==> config.mk <==
export PLATFORM = sky130hd
export DESIGN_NAME = bpc_cfg_regs
export DESIGN_NICKNAME = d
export VERILOG_FILES = /design/src/hdl/bpc_pkg.sv /design/src/hdl/bpc_cfg_regs.sv
export SDC_FILE = /design/constraint.sdc
export NUM_CORES = 1
export LEC_CHECK = 0
export ABC_AREA = 0
export BUFFER_PORTS_ARGS = -buffer_cell sky130_fd_sc_hd__buf_2
export CORE_MARGIN = 8
export CORE_UTILIZATION = 45
export DETAILED_ROUTE_END_ITERATION = 6
export GPL_ROUTABILITY_DRIVEN = 0
export PLACE_DENSITY = 0.75
export SYNTH_ARGS = -nofsm -noshare
export SYNTH_HDL_FRONTEND = slang
export SYNTH_SLANG_ARGS = --single-unit
==> constraint.sdc <==
create_clock -name clk -period 1 [get_ports clk]
set_clock_uncertainty 0.2 [all_clocks]
set_input_delay 0.2 -clock clk [delete_from_list [all_inputs] [get_ports clk]]
set_output_delay 0.2 -clock clk [all_outputs]
set_load 0.03 [all_outputs]
==> src/hdl/bpc_pkg.sv <==
package bpc_pkg;

    localparam int COEFF_W   = 16;
    localparam int RAW_W     = 24;
    localparam int TEMP_W    = 19;
    localparam int PRES_W    = 32;
    localparam int CFG_IDX_W = 3;

    // internal widths, sized from the value ranges of the compensation math
    localparam int DT_W    = RAW_W + 1;
    localparam int CPROD_W = DT_W + COEFF_W + 1;
    localparam int DTSQ_W  = 2 * DT_W;
    localparam int OFF_W   = 40;
    localparam int SENS_W  = 40;
    localparam int SQ_W    = 36;
    localparam int CORR_W  = 40;
    localparam int SLO_W   = 20;
    localparam int SHI_W   = SENS_W - SLO_W;
    localparam int PLO_W   = RAW_W + SLO_W + 2;
    localparam int PHI_W   = RAW_W + SHI_W + 1;
    localparam int PROD_W  = 64;
    localparam int X_W     = 44;
    localparam int NSTAGE  = 8;

    localparam logic signed [TEMP_W-1:0] TEMP_REF    = 19'sd2000;
    // temp + 1500 expressed from (temp - 2000)
    localparam logic signed [TEMP_W:0]   COLD_OFFSET = 20'sd3500;

    typedef enum logic [CFG_IDX_W-1:0] {
        REG_C1 = 3'd0,
        REG_C2 = 3'd1,
        REG_C3 = 3'd2,
        REG_C4 = 3'd3,
        REG_C5 = 3'd4,
        REG_C6 = 3'd5
    } cfg_reg_t;

    typedef struct packed {
        logic [COEFF_W-1:0] c1;
        logic [COEFF_W-1:0] c2;
        logic [COEFF_W-1:0] c3;
        logic [COEFF_W-1:0] c4;
        logic [COEFF_W-1:0] c5;
        logic [COEFF_W-1:0] c6;
    } coeffs_t;

endpackage

==> src/hdl/bpc_cfg_regs.sv <==
module bpc_cfg_regs (
    input  logic                           clk,
    input  logic                           rst_n,
    input  logic                           cfg_valid,
    output logic                           cfg_ready,
    input  logic [bpc_pkg::CFG_IDX_W-1:0]  cfg_index,
    input  logic [bpc_pkg::COEFF_W-1:0]    cfg_data,
    output bpc_pkg::coeffs_t               coeffs
);

    bpc_pkg::coeffs_t coeffs_reg;
    bpc_pkg::coeffs_t coeffs_next;

    assign cfg_ready = 1'b1;
    assign coeffs    = coeffs_reg;

    always_comb
    begin
        coeffs_next = coeffs_reg;
        if (cfg_valid)
        begin
            case (cfg_index)
                bpc_pkg::REG_C1: coeffs_next.c1 = cfg_data;
                bpc_pkg::REG_C2: coeffs_next.c2 = cfg_data;
                bpc_pkg::REG_C3: coeffs_next.c3 = cfg_data;
                bpc_pkg::REG_C4: coeffs_next.c4 = cfg_data;
                bpc_pkg::REG_C5: coeffs_next.c5 = cfg_data;
                bpc_pkg::REG_C6: coeffs_next.c6 = cfg_data;
                default:         coeffs_next    = coeffs_reg;
            endcase
        end
    end

    always_ff @(posedge clk or negedge rst_n)
    begin
        if (!rst_n)
        begin
            coeffs_reg <= '0;
        end
        else
        begin
            coeffs_reg <= coeffs_next;
        end
    end

endmodule

==> metrics.yaml, run 1 <==
rrSetupSlack_ns: -0.25
synthTopCellsByCount: "dfrtp_1 (96), mux2_2 (95), buf_6 (7)"
die_x_um: 107
crit_path_top_delay_cell: "dfrtp_1"
setup_viol: 186
start_kind: "register"
fp.dieArea_um2: 11400
cp_top_family: "flip-flops"
setup_tns_ns: -40.58
multi_input_area_um2: 1550
drive_gt1_share_pct: 75.7
largest_reg_flops: 96
fmax_mhz: 735
async_flop_share_pct: 100
grt_usage_pct: 20.5
rsz0062_at_grt: "yes"
hold_ws_ns: -0.0511
ios: 119
rows: 33
clk_latency_ns: 0.35
worstPathMaxFanout: 2
status: "finished, violations left"
drc_errors: 0
post_dp_cell_area_um2: 4680
worstPathRequired_ns: 0.60
synth_top_area_share_pct: 65.1
rr_worst_depth: 3
netlist_area_um2: 3690
finalCriticalPeriod_ns: 1.36
crit_arrival_ns: 0.96
worst_slack_ns: -0.361
cts_buffers: 9
timing.final.hold_violations: 67
syn-num-nets: 232
syn_avg_cell_area_um2: 17.6
grt_overflow_total: 0
place_ws_ns: -0.545
start_util_pct: 45.6
antenna_found_initial: 0
r2r_end: "coeffs[69]"
yosysTopAreaCell: "dfrtp_1"
port_buffers: 117
hp-class: "input port to register"
p_leak_nw: 3.21
clk_pin_slew_ns: 0.10
drt-total-wl_mm: 12.4
r2r-start: "coeffs[69]"
drtPass1Iterations: 4
cap_violations: 0
yosys_most_used_dff: "dfrtp_1"
grt_first_pass_wirelength_mm: 17.6
finalPower_mw: 14.6
hold_depth: 2
die_h_um: 107
ctsHoldBuffers: 1
period_share_pct: 136
worstHoldEndpoint: "coeffs[49]"
synthCells: 210
vias: 2598
violations: "hold timing, setup timing"
hpwl_mm: 6.31
core_area_um2: 8090
crit_path_cell_trace: "buf_6"
ys_types: 12
p_per_area_nw_per_um2: 2260
layout.nets: 429
ys_warn_count: 0
cts_root_buf: "clkbuf_8"
cts_sinks: 96
max-clock-path-buffers: 2
critPathMaxStageDelay_ns: 0.44
peakVddDrop_mv: 1.35
ys_seq_area_share_pct: 65.1
antenna_left: 0
worstHoldStart: "cfg_data[1]"
cp_num_buf_inv: 1
slew_violations: 0
drt_iter0_markers: 111
criticalPathCategory: "register to output pin"
routed_via_density: 5.03
synth_seq_cells: 96
final_cell_area_um2: 6440
tritoncts: "yes"
fillCellCount: 427
area_growth_pct: 74.6
diodes: 0
grt_pass1_vias: 2880
grt_max_degree: 51
htreeDepth: 3
seqCellArea_um2: 2400
ys_top_cells_by_area: "dfrtp_1 (65%), mux2_2 (29%), buf_6 (2.1%)"
detail_route.wl_per_cell_um: 24.0
synth_edf_count: 0
yosysMostFrequentCell: "dfrtp_1"
end_kind: "output pin"
## stage by stage
stage | util (%) | cells
2_1_floorplan | - | 210
3_3_place_gp | 57.9 | 434
3_5_place_dp | 57.9 | 434
4_1_cts | 75.3 | 496
5_1_grt | 79.6 | 517
6_report | 79.6 | 517
## area by class of cell
cell class	instances	share of cell area, %
multi-input combinational	103	24.0
tap	105	2.04
clock buffer	13	2.47
clock inverter	3	0.408
timing repair buffer	197	33.8
sequential	96	37.3
## routing by layer
metal  share of wire [%]  track usage [%]
met4                 1.0             5.13
met3                 7.8             5.63
met5                   0                0
met1                  42             25.5
met2                  49             34.4
## layout by cell type, fill, tap and decap left out, types with 3 or more instances in the layout
cell type	n
mux2_2	5
and4bb_4	3
mux2_4	91
clkinv_4	3
dfrtp_1	96
buf_12	11
buf_4	28
buf_2	16
clkbuf_8	11
buf_6	135
buf_16	3
## kinds of logic after synthesis
kind of cell | Yosys count | share of synthesized area, %
mux | 96 | 29.3
simple gates | 6 | 2.48
flops | 96 | 65.1
other cells | 1 | 0.102
buf+inv | 11 | 3.02
## report_power, final
group          internal [mW]  switching (mW)  leakage, nW  total [mW]
logic                   3.64            2.97         1.96        6.61
registers               4.74           0.798         1.15        5.54
clock network           1.06            1.35       0.0938        2.41
## how the worst max path moves through the flow
| stage | slack [ns] | end | startpoint | cells after the start |
|---|---|---|---|---|
| global placement | -0.51 | coeffs[28] | cfg_index[1] | 4 |
| global route | -0.39 | coeffs[21] | coeffs[21] | 1 |
| floorplan | -0.58 | coeffs[80] | cfg_index[0] | 4 |
| detailed placement | -0.55 | coeffs[90] | cfg_index[1] | 4 |
| CTS | -0.34 | coeffs[60] | coeffs[60] | 1 |
| finish | -0.36 | coeffs[21] | coeffs[21] | 1 |
## what timing repair did
action | in CTS | in global routing
setup endpoints to repair | 192 | 180
gates resized for setup | 247 | 64
endpoints found under the hold margin | 192 | 95
pin swaps | 4 | 5
buffers inserted | 41 | 35
cloned | 4 | 1
No activity file was read; power rests on OpenSTA's default activity.
==> inputs of run 2 (changes only) <==
--- a/config.mk
+++ b/config.mk
@@ -6,12 +6,13 @@
 export NUM_CORES = 1
 export LEC_CHECK = 0
 export ABC_AREA = 0
-export BUFFER_PORTS_ARGS = -buffer_cell sky130_fd_sc_hd__buf_2
+export BUFFER_PORTS_ARGS = -buffer_cell sky130_fd_sc_hd__clkbuf_2
 export CORE_MARGIN = 8
-export CORE_UTILIZATION = 45
+export CORE_UTILIZATION = 47
+export CTS_BUF_LIST = sky130_fd_sc_hd__clkbuf_2 sky130_fd_sc_hd__clkbuf_4 sky130_fd_sc_hd__clkbuf_8
 export DETAILED_ROUTE_END_ITERATION = 6
 export GPL_ROUTABILITY_DRIVEN = 0
-export PLACE_DENSITY = 0.75
+export PLACE_DENSITY = 0.78
 export SYNTH_ARGS = -nofsm -noshare
 export SYNTH_HDL_FRONTEND = slang
 export SYNTH_SLANG_ARGS = --single-unit
==> run 2 against run 1 <==
  * Largest cell class is now buffers
  * Cell area rose by 4.7%
  * Fmax fell by 2.4%
  * Clock-buffer cell count fell by 3
  * The flow still finishes with violations (hold timing, setup timing)
  * Wire length rose by 5.9%
==> metrics.yaml, run 2 (synthesized netlist as in run 1, its figures left out) <==
start_kind: "register"  # unchanged
cts_root_buf: "clkbuf_8"  # unchanged
port_buffers: 117  # unchanged
end_kind: "output pin"  # unchanged
grt_first_pass_wirelength_mm: 18.9  # was 17.6 mm
setup_tns_ns: -45.34  # was -40.58 ns
peakVddDrop_mv: 1.37  # was 1.35 mV
hold_ws_ns: -0.0430  # was -0.0511 ns
grt_overflow_total: 0  # unchanged
crit_arrival_ns: 0.99  # was 0.96 ns
crit_path_cell_trace: "buf_8"  # was buf_6
worst_slack_ns: -0.394  # was -0.361 ns
p_leak_nw: 3.27  # was 3.21 nW
worstHoldEndpoint: "coeffs[17]"  # was coeffs[49]
status: "finished, violations left"  # unchanged
r2r-start: "coeffs[68]"  # was coeffs[69]
power_switching_mw: 5.39  # was 5.12 mW
worstPathRequired_ns: 0.60  # about the same
rsz0062_at_grt: "yes"  # unchanged
diodes: 0  # unchanged
hold_depth: 2  # unchanged
clk_pin_slew_ns: 0.10  # about the same
p_int_mw: 9.98  # was 9.43 mW
drtPass1Iterations: 4  # unchanged
drive_gt1_share_pct: 76.2  # was 75.7%
die_x_um: 105  # was 107 um
timing.final.hold_violations: 69  # was 67
rr_worst_depth: 2  # was 3
clockPowerShare_pct: 17.0  # was 16.6%
worstHoldStart: "cfg_data[1]"  # unchanged
htreeDepth: 3  # unchanged
start_util_pct: 48.0  # was 45.6%
antenna_left: 0  # unchanged
crit_path_top_delay_cell: "dfrtp_1"  # unchanged
cts_sinks: 96  # unchanged
setup_viol: 192  # was 186
cap_violations: 0  # unchanged
slew_violations: 0  # unchanged
critPathMaxStageDelay_ns: 0.46  # was 0.44 ns
mostFrequentLayoutCell: "buf_8"  # was buf_6
r2r_end: "coeffs[68]"  # was coeffs[69]
swShare_pct: 35.1  # was 35.2%
grt_usage_pct: 22.2  # was 20.5%
largest_reg_flops: 96  # unchanged
cp_num_buf_inv: 1  # unchanged
drt_iter0_markers: 69  # was 111
rrSetupSlack_ns: -0.17  # was -0.25 ns
layout_common_cells: "buf_8 (98), dfrtp_1 (96), mux2_4 (79)"  # was buf_6 (135), dfrtp_1 (96), mux2_4 (91)
worstPathMaxFanout: 2  # unchanged
drt-total-wl_mm: 13.1  # was 12.4 mm
tritoncts: "yes"  # unchanged
layout.nets: 428  # was 429
violations: "hold timing, setup timing"  # unchanged
p_per_area_nw_per_um2: 2280  # was 2260 nW/um2
finalPower_mw: 15.4  # was 14.6 mW
criticalPathCategory: "register to output pin"  # unchanged
ctsHoldBuffers: 1  # unchanged
grt_max_degree: 39  # was 51
period_share_pct: 139  # was 136%
crit_cells: 1  # unchanged
power_frac_seq_pct: 37.1  # was 38.0%
ios: 119  # unchanged
core_area_um2: 7690  # was 8090 um2
detail_route.wl_per_cell_um: 25.6  # was 24.0 um
clk_latency_ns: 0.36  # was 0.35 ns
hpwl_mm: 6.44  # was 6.31 mm
antenna_found_initial: 0  # unchanged
max-clock-path-buffers: 2  # unchanged
fp.dieArea_um2: 10900  # was 11400 um2
routed_via_density: 5.19  # was 5.03
area_growth_pct: 82.8  # was 74.6%
cp_top_family: "flip-flops"  # unchanged
vias: 2662  # was 2598
rows: 32  # was 33
hp-class: "input port to register"  # unchanged
die_h_um: 105  # was 107 um
comb_power_share_pct: 45.9  # was 45.4%
place_ws_ns: -0.587  # was -0.545 ns
grt_pass1_vias: 2982  # was 2880
drc_errors: 0  # unchanged
cts_buffers: 9  # unchanged
fmax_mhz: 717  # was 735 MHz
finalCriticalPeriod_ns: 1.39  # was 1.36 ns
[run 2: cell count changes in the layout (fill, tap and decap cells not counted), sizes merged]
cell	before	now
buf	195	175
inv	0	1
bufinv	0	1
clkinv	3	2
clkinvlp	0	2
clkbuf	14	30
[run 2: area by class of cell]
cell class | count | area, um2
Clock inverter | 6 | 67.6
Fill cell | 294 | 941
Tap cell | 102 | 128
Multi-Input combinational cell | 103 | 1500
Clock buffer | 10 | 131
Timing Repair Buffer | 196 | 2520
Sequential cell | 96 | 2400
[run 2: worst max path at each step]
stage	startpoint	end	slack, ns
3_3_place_gp	cfg_index[1]	coeffs[85]	-0.53
2_1_floorplan	cfg_index[0]	coeffs[80]	-0.58
5_1_grt	coeffs[55]	coeffs[55]	-0.40
3_5_place_dp	cfg_index[1]	coeffs[81]	-0.59
6_report	coeffs[80]	coeffs[80]	-0.39
4_1_cts	coeffs[10]	coeffs[10]	-0.36
[run 2: per-stage QoR]
step / area [um2] / hold slack (ns) / utilization [%] / std cells
5_1_grt: 6750 / -0.0462 / 87.8 / 513
3_5_place_dp: 4660 / -0.144 / 60.7 / 432
4_1_cts: 6370 / -0.0598 / 82.9 / 491
2_1_floorplan: 3890 / -0.296 / - / 210
3_3_place_gp: 4660 / -0.142 / 60.7 / 432
6_report: 6750 / -0.0430 / 87.8 / 513
[run 2: power by group through the flow]
| stage | Sequential (mW) | Clock [mW] | Combinational, mW |
|---|---|---|---|
| 2_1_floorplan | 6.96 | 0 | 1.08 |
| 3_3_place_gp | 5.29 | 0 | 4.09 |
| 3_5_place_dp | 5.31 | 0 | 4.16 |
| 4_1_cts | 5.36 | 2.58 | 6.16 |
| 5_1_grt | 5.76 | 2.78 | 7.33 |
| 6_report | 5.70 | 2.61 | 7.06 |
[run 2: metal layers]
metal  wire length [um]  vias up  track usage, %
met4                217        0            7.14
met2               6520      127            36.2
met3                809       19            6.08
met5                  0        -               0
met1               5590     1381            28.2
li1                   -     1135               -
[run 2: what timing repair did]
action                                  CTS  global route
endpoints found under the hold margin   192            75
pin swaps                                 5             2
buffers inserted                         37            34
gates cloned                              5             0
endpoints found under the setup margin  192           192
resized for setup                       255           120
